<file path="src/rtl/tqdd_ram.sv">
`default_nettype none

module tqdd_ram #(
    parameter int WIDTH = 2,
    parameter int DEPTH = 256
) (
    input  wire logic                      clk,
    input  wire logic                      wr_en,
    input  wire logic [$clog2(DEPTH)-1:0]  wr_addr,
    input  wire logic [WIDTH-1:0]          wr_data,
    input  wire logic                      rd_en,
    input  wire logic [$clog2(DEPTH)-1:0]  rd_addr,
    output logic      [WIDTH-1:0]          rd_data
);

    logic [WIDTH-1:0] mem [DEPTH];

    // Write port and registered read port
    always_ff @(posedge clk)
    begin
        if (wr_en)
        begin
            mem[wr_addr] <= wr_data;
        end
        if (rd_en)
        begin
            rd_data <= mem[rd_addr];
        end
    end

endmodule

`default_nettype wire

</file>
<file path="config.mk">
export PLATFORM = sky130hd
export DESIGN_NAME = tqdd_ram
export DESIGN_NICKNAME = d
export VERILOG_FILES = /design/src/rtl/tqdd_ram.sv
export SDC_FILE = /design/constraint.sdc
export NUM_CORES = 1
export LEC_CHECK = 0
export BUFFER_PORTS_ARGS = -buffer_cell sky130_fd_sc_hd__buf_2
export CAP_MARGIN = 20
export CORE_AREA = 2 2 231 176
export DETAILED_ROUTE_END_ITERATION = 16
export DIE_AREA = 0 0 233 178
export GPL_TIMING_DRIVEN = 0
export PLACE_DENSITY = 0.7
export SETUP_SLACK_MARGIN = 0.05
export SLEW_MARGIN = 5
export SYNTH_ARGS = -nofsm -noshare
export SYNTH_HDL_FRONTEND = slang
export SYNTH_SLANG_ARGS = --single-unit
export TNS_END_PERCENT = 1
</file>
<file path="constraint.sdc">
create_clock -name clk -period 3.8 [get_ports clk]
set_input_delay 0.57 -clock clk [delete_from_list [all_inputs] [get_ports clk]]
set_output_delay 0.57 -clock clk [all_outputs]
set_load 0.03 [all_outputs]
</file>
==> flow_summary.json <==
{
  "cts.repair.resized": 0,
  "timing.fmax_mhz": 320,
  "netlist.area_leader.share_pct": 72.1,
  "synthCells": 1242,
  "routedWlPerCell_um": 30.7,
  "p_int_mw": 9.06,
  "muxShareOfSynthArea_pct": 14.4,
  "dieArea_um2": 41500,
  "viasPerCell": 6.57,
  "critPathMaxStageDelay_ps": 850,
  "powerDensity_nw_per_um2": 487,
  "drtIter0Drc": 2077,
  "crit_arrival_ps": 3410,
  "synth_top_family_by_area": "multiplexers",
  "min_period_over_period_pct": 82.2,
  "area.growth.synth_to_final_pct": 11.2,
  "finalHoldViolCount": 0,
  "synth.distinct_cells": 50,
  "final_nets": 1336,
  "outcome": "finished, final reports clean",
  "yosys.area.top_type": "edfxtp_1",
  "ys_seq_elements": 514,
  "gp_congestion": 0.889,
  "vias": 12300,
  "clk-insertion-delay-late_ps": 580,
  "port_buffers": 13,
  "ctsLongestPathBuffers": 3,
  "synthesis.area_um2": 21400,
  "start_kind": "primary input",
  "start_util_pct": 54.6,
  "core_area_um2": 39200,
  "yosys-top-cells-area": "edfxtp_1 72%, mux4_2 8.6%, nor2_1 4.7%",
  "clkPwrFrac_pct": 40.0,
  "synthSimpleGateAreaFrac_pct": 6.75,
  "fin_skew_ps": 21.9,
  "place_hpwl_um": 38000,
  "critPathBufInv": 2,
  "num_rows": 63,
  "cp_max_fo": 10,
  "cp.required_ps": 4080,
  "peakVddDrop_mv": 0.369,
  "pwr-share-seq_pct": 53.9,
  "ys.warnings.count": 0,
  "slowest_stage": "clkbuf_1",
  "setup_viol": 0,
  "synthAdderAreaFrac_pct": 0,
  "syn_avg_cell_area_um2": 17.2,
  "hold_slack_ps": 223,
  "hold_buffers": 0,
  "grt_pass1_vias": 12200,
  "cts_made_buffers": 48,
  "switching_power_mw": 2.54,
  "path_delay_family": "compound AO/OA/AOI/OAI gates",
  "syn_nets": 1263,
  "min_path_type": "primary input to flip-flop",
  "die_h_um": 178,
  "worstSetupPathType": "primary input to flip-flop",
  "fin_tns_setup_ps": 0,
  "synth_commonest_cells": "514 x edfxtp_1, 268 x nor2_1, 82 x mux4_2",
  "drt-pass1-iter-count": 5,
  "synth_compound_area_share_pct": 3.85,
  "cts_max_level": 2,
  "synthArstFlopShare_pct": 0,
  "grtUsageTotal_pct": 28.6,
  "p_sw_share_pct": 21.9,
  "synth-edff-count": 514,
  "ys_seq_area_share_pct": 72.1,
  "cts_tree": "yes",
  "path_cells": "buf_2 > clkbuf_1 > mux4_2 > a22o_1 > a211oi_1 > o31ai_1 > o22ai_2 > a311oi_2",
  "synth_flop_cell": "edfxtp_1",
  "tightest_slew_ps": 1210,
  "clk_pin_slew_ps": 60,
  "power.total_mw": 11.6,
  "fp.dieW_um": 233,
  "cts.sinks": 514,
  "drive_gt1_share_pct": 15.8,
  "cap_viol_max_count": 0,
  "n_antenna_cell": 0,
  "end_kind": "flip-flop",
  "yosys.area_share.xor_xnor_pct": 0,
  "antenna_found_initial": 0,
  "worst_slew_margin_rel_pct": 19.6,
  "totalWireLength_um": 57500,
  "grt_max_degree": 164,
  "post_cts_buffers": 0,
  "finalCriticalPeriod_ps": 3120,
  "drc": 0,
  "antenna_left": 0,
  "pin_count": 23,
  "cts-root-buf": "clkbuf_16",
  "grt-ovfl-total": 0,
  "p_comb_share_pct": 6.1,
  "rsz0062_at_grt": "no",
  "p_leak_nw": 7.38,
  "yosysMostFrequentCell": "edfxtp_1",
  "slew_violations": 0,
  "grt_pass1_wl_um": 82200
}
metal layers:
metal,up-vias,global-route usage (%),share of wire [%],wire length (µm)
met5,-,0,0,0
met4,0,9.53,3.1,1810
met3,111,10.4,14,8100
met2,843,41.3,44,25100
met1,6290,40.7,39,22500
li1,5059,-,-,-
placed cells by master, fill, tap and decap left out, types with 11 or more instances in the layout:
cell       Yosys  layout
edfxtp_1     514     514
mux4_1        20      20
nand3_1       27      27
buf_2         10      21
nand2_1       29      29
clkbuf_16      0      49
clkbuf_1      53      67
clkinv_1       0      15
mux2i_1       61      61
buf_6         10      11
nor2b_1       11      11
mux4_2        82      82
nor2_1       268     268
o221ai_1      16      16
through the flow:
| step | cells | setup WS, ps | utilization [%] | area (µm²) |
|---|---|---|---|---|
| after floorplan | 1242 | 1330 | - | 21400 |
| after global placement | 1775 | -584 | 56.5 | 22100 |
| after detailed placement | 1781 | 76.9 | 56.8 | 22300 |
| after CTS | 1870 | 668 | 60.6 | 23700 |
| after global routing | 1874 | 737 | 60.7 | 23800 |
| final | 1874 | 676 | 60.7 | 23800 |
kinds of logic (layout without fill, tap and decap cells):
kind of cell	Yosys count	after routing
simple gates	354	354
flops	514	514
buf+inv	96	208
mux	171	171
compound gates	107	107
state kept, by name, summed over array words and instances, names as in the netlist:
name     count
mem        512
rd_data      2
area by class of cell:
class	instances	area [µm²]
clock inverters	26	199
plain buffers	90	602
clock buffers	63	1280
fillers	2825	15400
inverters	6	22.5
well taps	520	651
multi-input cells	632	5340
repair buffers	23	269
flip-flops and latches	514	15400
worst paths after layout:
kind,cells past startpoint,start,slack [ps],endpoint
worst max-delay path,8,rd_addr[1],680,rd_data[1]$_DFFE_PP_
worst min-delay path,1,rd_en,220,rd_data[0]$_DFFE_PP_
worst max register to register,6,mem[43][1]$_DFFE_PP_,1300,rd_data[1]$_DFFE_PP_
worst min register to register,6,mem[97][1]$_DFFE_PP_,1180,rd_data[1]$_DFFE_PP_
power groups by stage:
stage,Clock [mW],Sequential (mW),Combinational (mW)
global placement,0,6.40,0.666
CTS,4.64,6.25,0.692
finish,4.64,6.25,0.709
detailed placement,0,6.38,0.688
floorplan,0,6.38,0.371
global route,4.86,6.25,0.735
Power figures use the tool's default switching activity.
