## src/rtl/tqdd_pkg.sv

```systemverilog
`default_nettype none

package tqdd_pkg;

    // Field widths
    localparam int TILE_W = 8;
    localparam int KEY_W  = 4 * TILE_W;
    localparam int IDX_W  = 8;
    localparam int ATTR_W = 2;
    localparam int MODE_W = 2;
    localparam int PACK_W = 4 * ATTR_W;

    // Item modes
    localparam logic [MODE_W-1:0] MODE_LOAD   = 2'd0;
    localparam logic [MODE_W-1:0] MODE_ENCODE = 2'd1;
    localparam logic [MODE_W-1:0] MODE_CLEAR  = 2'd2;

    // Lookup token handed from cell to cell
    typedef struct packed {
        logic              valid;
        logic              hit;
        logic              fresh;
        logic [IDX_W-1:0]  idx;
        logic [KEY_W-1:0]  key;
    } dict_token_t;

endpackage

`default_nettype wire

```

## src/rtl/tqdd_cell.sv

```systemverilog
`default_nettype none

module tqdd_cell #(
    parameter int CNT_W    = 9,
    parameter int CELL_IDX = 0
) (
    input  wire logic                   clk,
    input  wire logic                   rst_n,
    input  wire logic [CNT_W-1:0]       count,
    input  wire tqdd_pkg::dict_token_t  tok_in,
    output tqdd_pkg::dict_token_t       tok_out
);

    logic [tqdd_pkg::KEY_W-1:0] key_reg;
    logic [tqdd_pkg::KEY_W-1:0] key_next;
    tqdd_pkg::dict_token_t      tok_reg;
    tqdd_pkg::dict_token_t      tok_next;
    logic                       in_use;
    logic                       is_free;

    assign in_use  = CNT_W'(CELL_IDX) < count;
    assign is_free = CNT_W'(CELL_IDX) == count;

    // Compare against the held key, or claim the first free cell on a miss
    always_comb
    begin
        tok_next = tok_in;
        key_next = key_reg;
        if (tok_in.valid && !tok_in.hit)
        begin
            if (in_use && (key_reg == tok_in.key))
            begin
                tok_next.hit = 1'b1;
                tok_next.idx = tqdd_pkg::IDX_W'(CELL_IDX);
            end
            else if (is_free)
            begin
                key_next       = tok_in.key;
                tok_next.hit   = 1'b1;
                tok_next.fresh = 1'b1;
                tok_next.idx   = tqdd_pkg::IDX_W'(CELL_IDX);
            end
        end
    end

    // Hand the token on
    always_ff @(posedge clk or negedge rst_n)
    begin
        if (!rst_n)
        begin
            tok_reg <= '0;
        end
        else
        begin
            tok_reg <= tok_next;
        end
    end

    // Hold the stored key
    always_ff @(posedge clk)
    begin
        key_reg <= key_next;
    end

    assign tok_out = tok_reg;

endmodule

`default_nettype wire
```

## config.mk

```make
export PLATFORM = sky130hd
export DESIGN_NAME = tqdd_cell
export DESIGN_NICKNAME = d
export VERILOG_FILES = /design/src/rtl/tqdd_pkg.sv /design/src/rtl/tqdd_cell.sv
export SDC_FILE = /design/constraint.sdc
export NUM_CORES = 1
export LEC_CHECK = 0
export ABC_AREA = 0
export BUFFER_PORTS_ARGS = -buffer_cell sky130_fd_sc_hd__buf_2
export CORE_ASPECT_RATIO = 0.5
export CORE_MARGIN = 3
export CORE_UTILIZATION = 51
export DETAILED_ROUTE_END_ITERATION = 10
export HOLD_SLACK_MARGIN = 0.02
export MAX_ROUTING_LAYER = met4
export PLACE_DENSITY = 0.83
export SLEW_MARGIN = 20
export SYNTH_ARGS = -nofsm -noshare
export SYNTH_HDL_FRONTEND = slang
export SYNTH_SLANG_ARGS = --single-unit
```

## constraint.sdc

```tcl
create_clock -name clk -period 3.7 [get_ports clk]
set_clock_uncertainty 0.15 [all_clocks]
set_input_delay 0.74 -clock clk [delete_from_list [all_inputs] [get_ports clk]]
set_output_delay 0.74 -clock clk [all_outputs]
set_load 0.01 [all_outputs]
```

==> impl_results.md, run 1 <==
* Fmax at roughly 0.42 GHz
* Number of fill cells at about 300
* Pre-antenna DRT Iters at 5
* DR vias at roughly 1.5k
* Core area at 4590 um^2
* Max H-tree Level at 3
* Clk pin slew, worst setup/hold paths at about 0.070 ns
* CTS Sinks at between 70 and 80
* Worst slew margin at 0.373
* Die ar. at ~5900 um^2
* Post-synthesis sequential area ratio at 0.805
* Global route total overflow at 0
* Maximum vdd ir drop at approximately 370 uV
* Share of the synthesized area in the top cell type at 0.425
* Final Core Density at 0.726
* Crit end category: register
* Delay-heaviest family, CP: simple AND/OR/NAND/NOR gates
* Nets at slightly above 300
* Critical Path Fanout Max at 17
* Fraction of layout cells with a size suffix above 1 at 0.455
* Syn_area_per_cell at 17.7 um^2
* Die Y at 55.8 um
* Worst Tran Pin Value at roughly 0.94 ns
* Cell Rows at 17
* Wire length per cell at about 16 um
* Slew Viols, Final at 0
* Outcome: completed
* Area grow syn2layout at 31.8%
* Max Cap Viol at 0
* Gr usage total at 0.191
* Resize count post-CTS at 0
* Initial core utilization at 0.551
* Crit-path cells: buf_2 > or4_4 > nor4_4 > nand2_1 > inv_1 > buf_4
* CP Data Required Time at approximately 3.6 ns
* RSZ-0062 raised after global routing: false
* Total negative setup slack at 0 ns
* Pin count of the biggest net entering global routing at between 40 and 50
* Synthesized area at 2530 um^2
* DR DRC count at 0
* Worst Path Arrival at 2.28 ns
* Most common cell in the synthesized netlist: dfrtp_1
* Post-synth EDFFs at 32
* I/O pin cnt at 97
* First-pass GRT wire length at 8140 um
* Setup CP Type: input port to register
* Hold_buf cts at 0
* WP buf/inv at 3
* Post-CTS setup buffer count at 0
* Crit start category: input port
* Final hold violation count at 0
* Clock tree buffer depth at 2
* # port buffers at 96
* CTS tree: yes
* Post-DRT Antenna Nets at 0
* Yosys warnings at 0
* Vias in the first global route at around 1.6k
* Pleak at 1.51 nW
* Final RePlAce weighted congestion at about 0.7
* Cells after Synth at 143
* Main synth FF type: dfrtp_1
* Netlist cell types at 17
* Slowest CP cell: or4_4
* Initial antenna violation count at 0
* Tmin final at 2.40 ns
* Slowest stage delay, CP at roughly 0.53 ns
* N_diodes at 0
* Commonest cells post-synth: dfrtp_1, edfxtp_1, xor2_1
* Vias per cell at about 4.7
* Syn_nets at around 200
* PwrDens at 509 nW/um^2
* Die Wd at approximately 110 um
* Synth area leaders: dfrtp_1, edfxtp_1, xor2_1, xnor2_1, nand2_1
* DR iter-0 viols at 58
* Period utilisation layout at 0.649
* Max reg flops at 43
* Min-Delay Path Class: input port to register
* Final wirelength at between 5000 and 6000 um
* Area leader, netlist: dfrtp_1
* Post-synthesis async set-or-reset flop share at 0.573
* Clock Latency Late Sink at about 0.34 ns
* Synth Register Bits at 75
* Setup violators final at 0
* Root Buffer: clkbuf_8
* CTS Buf Count at 9
==> cells by family after synthesis <==
kind of cell / synth area share
buffers and inverters: 0.00148
AND/OR/NAND/NOR: 0.0830
XOR/XNOR: 0.111
flip-flops: 0.805
==> cells in the final DEF, fill, tap and decap left out <==
| cell | instances |
|---|---|
| nor2b_1 | 1 |
| nor4b_4 | 1 |
| nor2_1 | 8 |
| edfxtp_1 | 32 |
| nand4_1 | 3 |
| clkbuf_8 | 11 |
| nand2_1 | 9 |
| nor3_1 | 1 |
| xnor2_1 | 12 |
| or4_4 | 1 |
| nand2b_1 | 1 |
| nor4_1 | 5 |
| buf_2 | 96 |
| dfrtp_1 | 43 |
| or3_1 | 2 |
| xor2_1 | 20 |
| buf_4 | 2 |
| inv_1 | 1 |
| nand3_1 | 2 |
| nor4_4 | 1 |
| clkinv_2 | 3 |
| bufinv_16 | 2 |
==> worst reg2reg max path, delay by kind of cell, from the launching register on <==
family	cells	cell delay, ns
xor gates and xnor gates	1	0.16
and+or+nand+nor	4	1.21
DFF	1	0.40
==> final cells by class <==
cell class | instances | area (um^2) | area share
Sequential cell | 75 | 2040 | 0.611
Timing Repair Buffer | 98 | 495 | 0.149
Multi-Input combinational cell | 67 | 490 | 0.147
Clock buffer | 11 | 151 | 0.0454
Tap cell | 66 | 82.6 | 0.0248
Clock inverter | 5 | 75.1 | 0.0225
Inverter | 1 | 3.75 | 0.00113
==> power by group <==
group / total [mW] / internal (mW) / switching (mW)
clock: 0.688 / 0.413 / 0.275
sequential: 0.898 / 0.892 / 0.00574
combinational: 0.112 / 0.0492 / 0.0628
total: 1.70 / 1.35 / 0.344
==> routing by layer <==
metal,track usage,part of all wire,vias up
met5,-,0,-
met3,0.0660,0.057,10
met4,0.0756,0.017,0
met1,0.211,0.39,728
met2,0.324,0.53,58
li1,-,-,714
==> metrics by stage <==
step           area [um^2]  total power, mW  hold slack (ns)  cells  worst slack [ns]
4_1_cts               3340             1.72            0.356    323              1.31
3_3_place_gp          3110             1.02            0.555    307              1.00
6_report              3340             1.70            0.378    323              1.30
2_1_floorplan         2530            0.950            0.294    143             0.770
5_1_grt               3340             1.77            0.360    323              1.20
3_5_place_dp          3110             1.03            0.593    307             0.943
==> worst paths after layout <==
path,cells after the start,startpoint,slack (ns),endpoint
min in group asynchronous,1,rst_n,0.39,tok_out[9]$_DFF_PN0_
worst min register to register,4,key_reg[11]$_DFFE_PP_,0.60,tok_out[39]$_DFF_PN0_
max in group asynchronous,1,rst_n,2.42,tok_out[18]$_DFF_PN0_
worst max register to register,5,key_reg[30]$_DFFE_PP_,1.67,tok_out[38]$_DFF_PN0_
worst max-delay path,6,count[5],1.30,key_reg[13]$_DFFE_PP_
worst min-delay path,1,tok_in[42],0.38,tok_out[42]$_DFF_PN0_
(Power assumes the default switching activity.)
==> run 2, diff against run 1 <==
- ABC_AREA: 0 -> 1
- CORE_UTILIZATION: 51 -> 49
- PLACE_DENSITY: 0.83 -> 0.78
- clock period: 3.7 -> 2.3 ns (I/O delays scaled with it)
==> run 2 against run 1 <==
Effect of this change: worst hold slack got worse by 0.27 ns; sequential share of layout area fell by 7.1 points; combinational power rose by 110%; area after synthesis rose by 13%; via count rose by 37%; register-to-register slack got worse by 1.0 ns; largest power group unchanged.
==> impl_results.md, run 2 <==
* Outcome: completed (unchanged)
* Wire length per cell at 14.4 um (was 15.5 um)
* DR iter-0 viols at 82 (was 58)
* Crit start category: input port (unchanged)
* Fraction of layout cells with a size suffix above 1 at 0.329 (was 0.455)
* Initial core utilization at 0.544 (was 0.551)
* PwrDens at 823 nW/um^2 (was 509 nW/um^2)
* Share of the synthesized area in the top cell type at 0.376 (was 0.425)
* RSZ-0062 raised after global routing: false (unchanged)
* Commonest cells post-synth: nand2_1, dfrtp_1, edfxtp_1 (was dfrtp_1, edfxtp_1, xor2_1)
* Setup violators final at 0 (unchanged)
* Gr usage total at 0.199 (was 0.191)
* I/O pin cnt at 97 (unchanged)
* Core area at 5270 um^2 (was 4590 um^2)
* Multi-input gate area at 738 um^2 (was 490 um^2)
* Area leader, netlist: dfrtp_1 (unchanged)
* Cells after Synth at 244 (was 143)
* Max H-tree Level at 3 (unchanged)
* CTS Buf Count at 9 (unchanged)
* Worst Path Arrival at 1.52 ns (was 2.28 ns)
* Area grow syn2layout at 31.7% (was 31.8%)
* N_diodes at 0 (unchanged)
* Max Cap Viol at 0 (unchanged)
* Synth Register Bits at 75 (unchanged)
* Initial antenna violation count at 0 (unchanged)
* Yosys warnings at 0 (unchanged)
* Pin count of the biggest net entering global routing at 35 (was 44)
* Global route total overflow at 0 (unchanged)
* Final wirelength at 6160 um (was 5010 um)
* Register area at 2040 um^2 (unchanged)
* Vias in the first global route at 2052 (was 1645)
* Clk pin slew, worst setup/hold paths at 0.05 ns (was 0.07 ns)
* Crit end category: register (unchanged)
* DP HPWL at roughly 4600 um
* Clock tree buffer depth at 2 (unchanged)
* Post-synthesis async set-or-reset flop share at 0.573 (unchanged)
* Syn_area_per_cell at 11.7 um^2 (was 17.7 um^2)
* Placed cells at 412 (was 307)
* Maximum vdd ir drop at 559 uV (was 374 uV)
* Commonest non-fill, non-tap cell in the layout: buf_2 (unchanged)
* DR vias at 2062 (was 1510)
* Most common cell in the synthesized netlist: nand2_1 (was dfrtp_1)
* Setup CP Type: input port to register (unchanged)
* Die Wd at 114 um (was 106 um)
* Resize count post-CTS at 0 (unchanged)
* Cell Rows at 18 (was 17)
* Period utilisation layout at 0.718
* Post-synthesis sequential area ratio at 0.711 (was 0.805)
* Worst Tran Pin Value at 0.472 ns (was 0.940 ns)
* Most frequent cells in the layout: buf_2, nand2_1, dfrtp_1, edfxtp_1, xnor2_1 (was buf_2, dfrtp_1, edfxtp_1, xor2_1, xnor2_1)
* Synth area leaders: dfrtp_1, edfxtp_1, nand2_1, xnor2_1, inv_1 (was dfrtp_1, edfxtp_1, xor2_1, xnor2_1, nand2_1)
* CP Data Required Time at 2.17 ns (was 3.57 ns)
* Post-synth EDFFs at 32 (unchanged)
* Main synth FF type: dfrtp_1 (unchanged)
* Min-Delay Path Class: input port to register (unchanged)
* Vias per cell at 4.81 (was 4.67)
* Final hold violation count at 0 (unchanged)
* Netlist cell types at 18 (was 17)
* DR DRC count at 0 (unchanged)
* Pleak at 1.76 nW (was 1.51 nW)
* Fmax at a little over 0.6 GHz
* Synthesized area at 2870 um^2 (was 2530 um^2)
* Nets at 408 (was 306)
* Worst slew margin at 0.685 (was 0.373)
* Number of fill cells at 370 (was 297)
* CTS tree: yes (unchanged)
* Final RePlAce weighted congestion at 0.799 (was 0.715)
* Syn_nets at 298 (was 197)
* Die ar. at 6860 um^2 (was 5900 um^2)
* Die Y at 60.1 um (was 55.8 um)
* Post-DRT Antenna Nets at 0 (unchanged)
* CTS Sinks at 75 (unchanged)
* # port buffers at 96 (unchanged)
* Clock Latency Late Sink at 0.33 ns (was 0.34 ns)
* Root Buffer: clkbuf_16 (was clkbuf_8)
* First-pass GRT wire length at 9600 um (was 8140 um)
* Critical Path Fanout Max at 34 (was 17)
* Tmin final at 1.65 ns
* Pre-antenna DRT Iters at 4 (was 5)
* Total negative setup slack at 0 ns (unchanged)
* Fin cells at 429 (was 323)
* Max reg flops at 43 (unchanged)
* Slew Viols, Final at 0 (unchanged)
* Final Core Density at 0.716 (was 0.726)
==> run 2: changes by cell type after synthesis, sizes merged, moves of 2 or more <==
cell / previous run / this run
nand2: 9 / 78
inv: 1 / 24
xor2: 20 / 0
nor2: 8 / 23
xnor2: 12 / 24
nand4: 3 / 12
nor4: 6 / 0
or2: 0 / 3
or3: 2 / 0
==> run 2: layout make-up <==
cell class                 instances  area share
clock inverter                     3      0.0169
tap                               70      0.0232
timing repair buffer              99       0.137
clock buffer                      13      0.0636
multi-input combinational        145       0.196
inverter                          24      0.0239
sequential                        75       0.540
==> run 2: layer usage <==
layer  vias up  part of all wire  GRT usage
met5         -                 0          -
met4         0            0.0065     0.0626
met3         5             0.085     0.0708
met2        87              0.51      0.343
met1       972              0.40      0.222
li1        998                 -          -
==> run 2: repair_timing <==
item                      4_1_cts  5_1_grt
hold endpoints to repair       20        0
setup buffers                   0        0
hold buffers                    1        0
==> run 2: path summary, 6_finish.rpt <==
path,from,end,slack [ns],cells after the start
worst max-delay path,count[3],key_reg[27]$_DFFE_PP_,0.65,6
worst min-delay path,tok_in[42],tok_out[42]$_DFF_PN0_,0.11,1
worst max register to register,key_reg[9]$_DFFE_PP_,tok_out[34]$_DFF_PN0_,0.66,8
worst min register to register,key_reg[14]$_DFFE_PP_,tok_out[41]$_DFF_PN0_,0.61,7
max in group asynchronous,rst_n,tok_out[16]$_DFF_PN0_,0.84,3
min in group asynchronous,rst_n,tok_out[2]$_DFF_PN0_,0.48,2
==> run 2: report_power, final <==
part           switching (mW)  leakage, nW  total (mW)  internal [mW]
combinational           0.135        0.824       0.232         0.0970
clock                   0.476        0.145        1.42          0.947
sequential            0.00973        0.790        1.45           1.44
total                   0.621         1.76        3.11           2.48
==> run 2: cell families (layout without fill, tap and decap cells) <==
family / Yosys count / after routing / share of synthesized area
and+or+nand+nor: 120 / 120 / 0.183
DFF: 75 / 75 / 0.711
xor gates and xnor gates: 24 / 24 / 0.0734
buffers and inverters: 24 / 139 / 0.0314
AOI/OAI and AO/OA: 1 / 1 / 0.00175
==> run 2: critical path, stage by stage <==
cell and delay (ns):
buf_2 0.10, or2_4 0.25, nor3_4 0.24, inv_2 0.12, nor2_4 0.12, buf_12 0.22
==> run 2: stage by stage <==
stage	total power, mW	hold slack, ns	area (um^2)	setup slack (ns)
3_3_place_gp	1.70	0.287	3460	0.372
4_1_cts	3.14	0.105	3770	0.637
3_5_place_dp	1.71	0.308	3460	0.302
2_1_floorplan	1.57	0.0144	2870	0.248
5_1_grt	3.23	0.101	3770	0.510
6_report	3.11	0.109	3770	0.648
==> run 3, diff against run 2 <==
- clock period: 2.3 -> 1.68 ns (I/O delays scaled with it)
==> run 3 against run 2 <==
Effect of this change: register-to-register slack worse by 0.53 ns; count of clock-buffer cells in the layout shrank 3; cell count up 8.6%; sequential share of layout area shrank 5.0 points; setup slack got worse by 0.52 ns; worst hold slack got worse by 0.069 ns; global-route usage up 2.0 points; die area stayed put; sequential power up 37%; critical path type is now register to register; largest power group unchanged.
==> impl_results.md, run 3 (same netlist as run 2, synthesis figures left out) <==
* Slew Viols, Final at 0 (unchanged)
* Total negative setup slack at 0 ns (unchanged)
* Final wirelength at 6540 um (was 6160 um)
* # port buffers at 96 (unchanged)
* Tmin final at 1.55 ns
* Max Cap Viol at 0 (unchanged)
* Nets at 445 (was 408)
* Clock tree buffer depth at 2 (unchanged)
* Hold_sp: tok_in[40] (was tok_in[42])
* Most frequent cells in the layout: buf_2, nand2_1, dfrtp_1, dlygate4sd3_1, edfxtp_1 (was buf_2, nand2_1, dfrtp_1, edfxtp_1, xnor2_1)
* Worst Hold Depth at 2 (was 1)
* Area grow syn2layout at 45.2% (was 31.7%)
* PwrDens at 1010 nW/um^2 (was 823 nW/um^2)
* DP HPWL at 4620 um (was 4600 um)
* CTS tree: yes (unchanged)
* Pre-antenna DRT Iters at 4 (unchanged)
* Worst Path Arrival at 1.61 ns (was 1.52 ns)
* Wire length per cell at 14.0 um (was 14.4 um)
* CP startpoint: key_reg[9]$_DFFE_PP_ (was count[3])
* N_diodes at 0 (unchanged)
* Final RePlAce weighted congestion at 0.753 (was 0.799)
* I/O pin cnt at 97 (unchanged)
* Commonest non-fill, non-tap cell in the layout: buf_2 (unchanged)
* Pwr Total at 4.19 mW (was 3.11 mW)
* Die Y at 60.1 um (unchanged)
* Min-Delay Path Class: input port to register (unchanged)
* Fmax at around 0.65 GHz
* Crit end category: register (unchanged)
* WHS at 0.0406 ns (was 0.109 ns)
* Clock Latency Late Sink at 0.33 ns (about the same)
* Max reg flops at 43 (unchanged)
* Die ar. at 6860 um^2 (unchanged)
* DR vias at 2251 (was 2062)
* Initial core utilization at 0.544 (unchanged)
* Clk pin slew, worst setup/hold paths at 0.05 ns (about the same)
* Final hold violation count at 0 (unchanged)
* CTS Sinks at 75 (unchanged)
* First-pass GRT wire length at 10700 um (was 9600 um)
* CP Data Required Time at 1.74 ns (was 2.17 ns)
* Worst slew margin at 0.683 (was 0.685)
* R2R cell count at 8 (unchanged)
* Vias in the first global route at 2204 (was 2052)
* Max H-tree Level at 3 (unchanged)
* Worst Tran Pin Value at 0.476 ns (was 0.472 ns)
* Fraction of layout cells with a size suffix above 1 at 0.326 (was 0.329)
* Pleak at 1.95 nW (was 1.76 nW)
* Period utilisation layout at 0.921
* Critical Path Fanout Max at 8 (was 34)
* Global route total overflow at 0 (unchanged)
* DR iter-0 viols at 150 (was 82)
* Die Wd at 114 um (unchanged)
* Post-CTS setup buffer count at 0 (unchanged)
* Crit start category: register (was input port)
* Setup violators final at 0 (unchanged)
* DR DRC count at 0 (unchanged)
* Pin count of the biggest net entering global routing at 27 (was 35)
* R2R Path Start: key_reg[9]$_DFFE_PP_ (unchanged)
* Gr usage total at 0.219 (was 0.199)
* Post-DRT Antenna Nets at 0 (unchanged)
* Core area at 5270 um^2 (unchanged)
* Setup CP Type: register to register (was input port to register)
* Outcome: completed (unchanged)
* Cell Rows at 18 (unchanged)
* Vias per cell at 4.83 (was 4.81)
* Maximum vdd ir drop at 938 uV (was 559 uV)
* Root Buffer: clkbuf_16 (unchanged)
* CTS Buf Count at 9 (unchanged)
* Initial antenna violation count at 0 (unchanged)
==> run 3: cell types whose count changed in the layout (fill, tap and decap cells not counted), moves of 3 or more <==
cell	delta
dlygate4sd3_1	+33
clkbuf_1	-3
xnor2_2	+3
buf_4	+3
xnor2_1	-3
clkinv_2	+3
==> run 3: worst paths after layout <==
check                                   endpoint  slack [ns]
max in group asynchronous  tok_out[16]$_DFF_PN0_        0.52
max                        tok_out[38]$_DFF_PN0_        0.13
min                        tok_out[40]$_DFF_PN0_        0.04
max reg2reg                tok_out[38]$_DFF_PN0_        0.13
min reg2reg                tok_out[41]$_DFF_PN0_        0.62
min in group asynchronous  tok_out[30]$_DFF_PN0_        0.37
==> run 3: final cells by class <==
class	instances	area, um^2
inverter	24	90.1
clock buffer	10	229
tap	70	87.6
timing repair buffer	136	891
sequential	75	2040
fill	325	1110
clock inverter	6	56.3
multi-input combinational	145	768
==> run 3: through the flow <==
stage	std cells	util	worst slack, ns	cell area (um^2)
floorplan	244	-	-0.204	2870
global placement	416	0.665	0.0137	3500
detailed placement	416	0.665	-0.0254	3500
CTS	466	0.783	0.137	4130
global route	466	0.789	-0.0254	4160
finish	466	0.789	0.133	4160
==> run 3: metal layers <==
metal	wire length, um	part of all wire	track usage
met2	3280	0.50	0.349
met5	0	0	-
met1	2660	0.41	0.261
met3	530	0.081	0.0799
met4	59	0.0090	0.0778
==> run 3: timing repair <==
action,in CTS,in global routing
gates resized for setup,0,5
setup endpoints to repair,0,8
hold buffers,34,0
endpoints found under the hold margin,50,0
==> run 3: where the power goes <==
part	leakage [nW]	total, mW	switching (mW)	internal (mW)
Clock	0.140	1.82	0.685	1.13
Sequential	0.790	1.99	0.0134	1.97
Combinational	1.02	0.389	0.199	0.190
Total	1.95	4.19	0.897	3.30
==> run 3: worst max-delay path, stage by stage, from the launching register on <==
cell      delay (ns)
edfxtp_1        0.37
xnor2_1         0.24
nand2_1         0.09
nor2_1          0.11
nand2_1         0.08
nor2_2          0.12
nand2_4         0.10
nand4_1         0.08
nand2_1         0.07
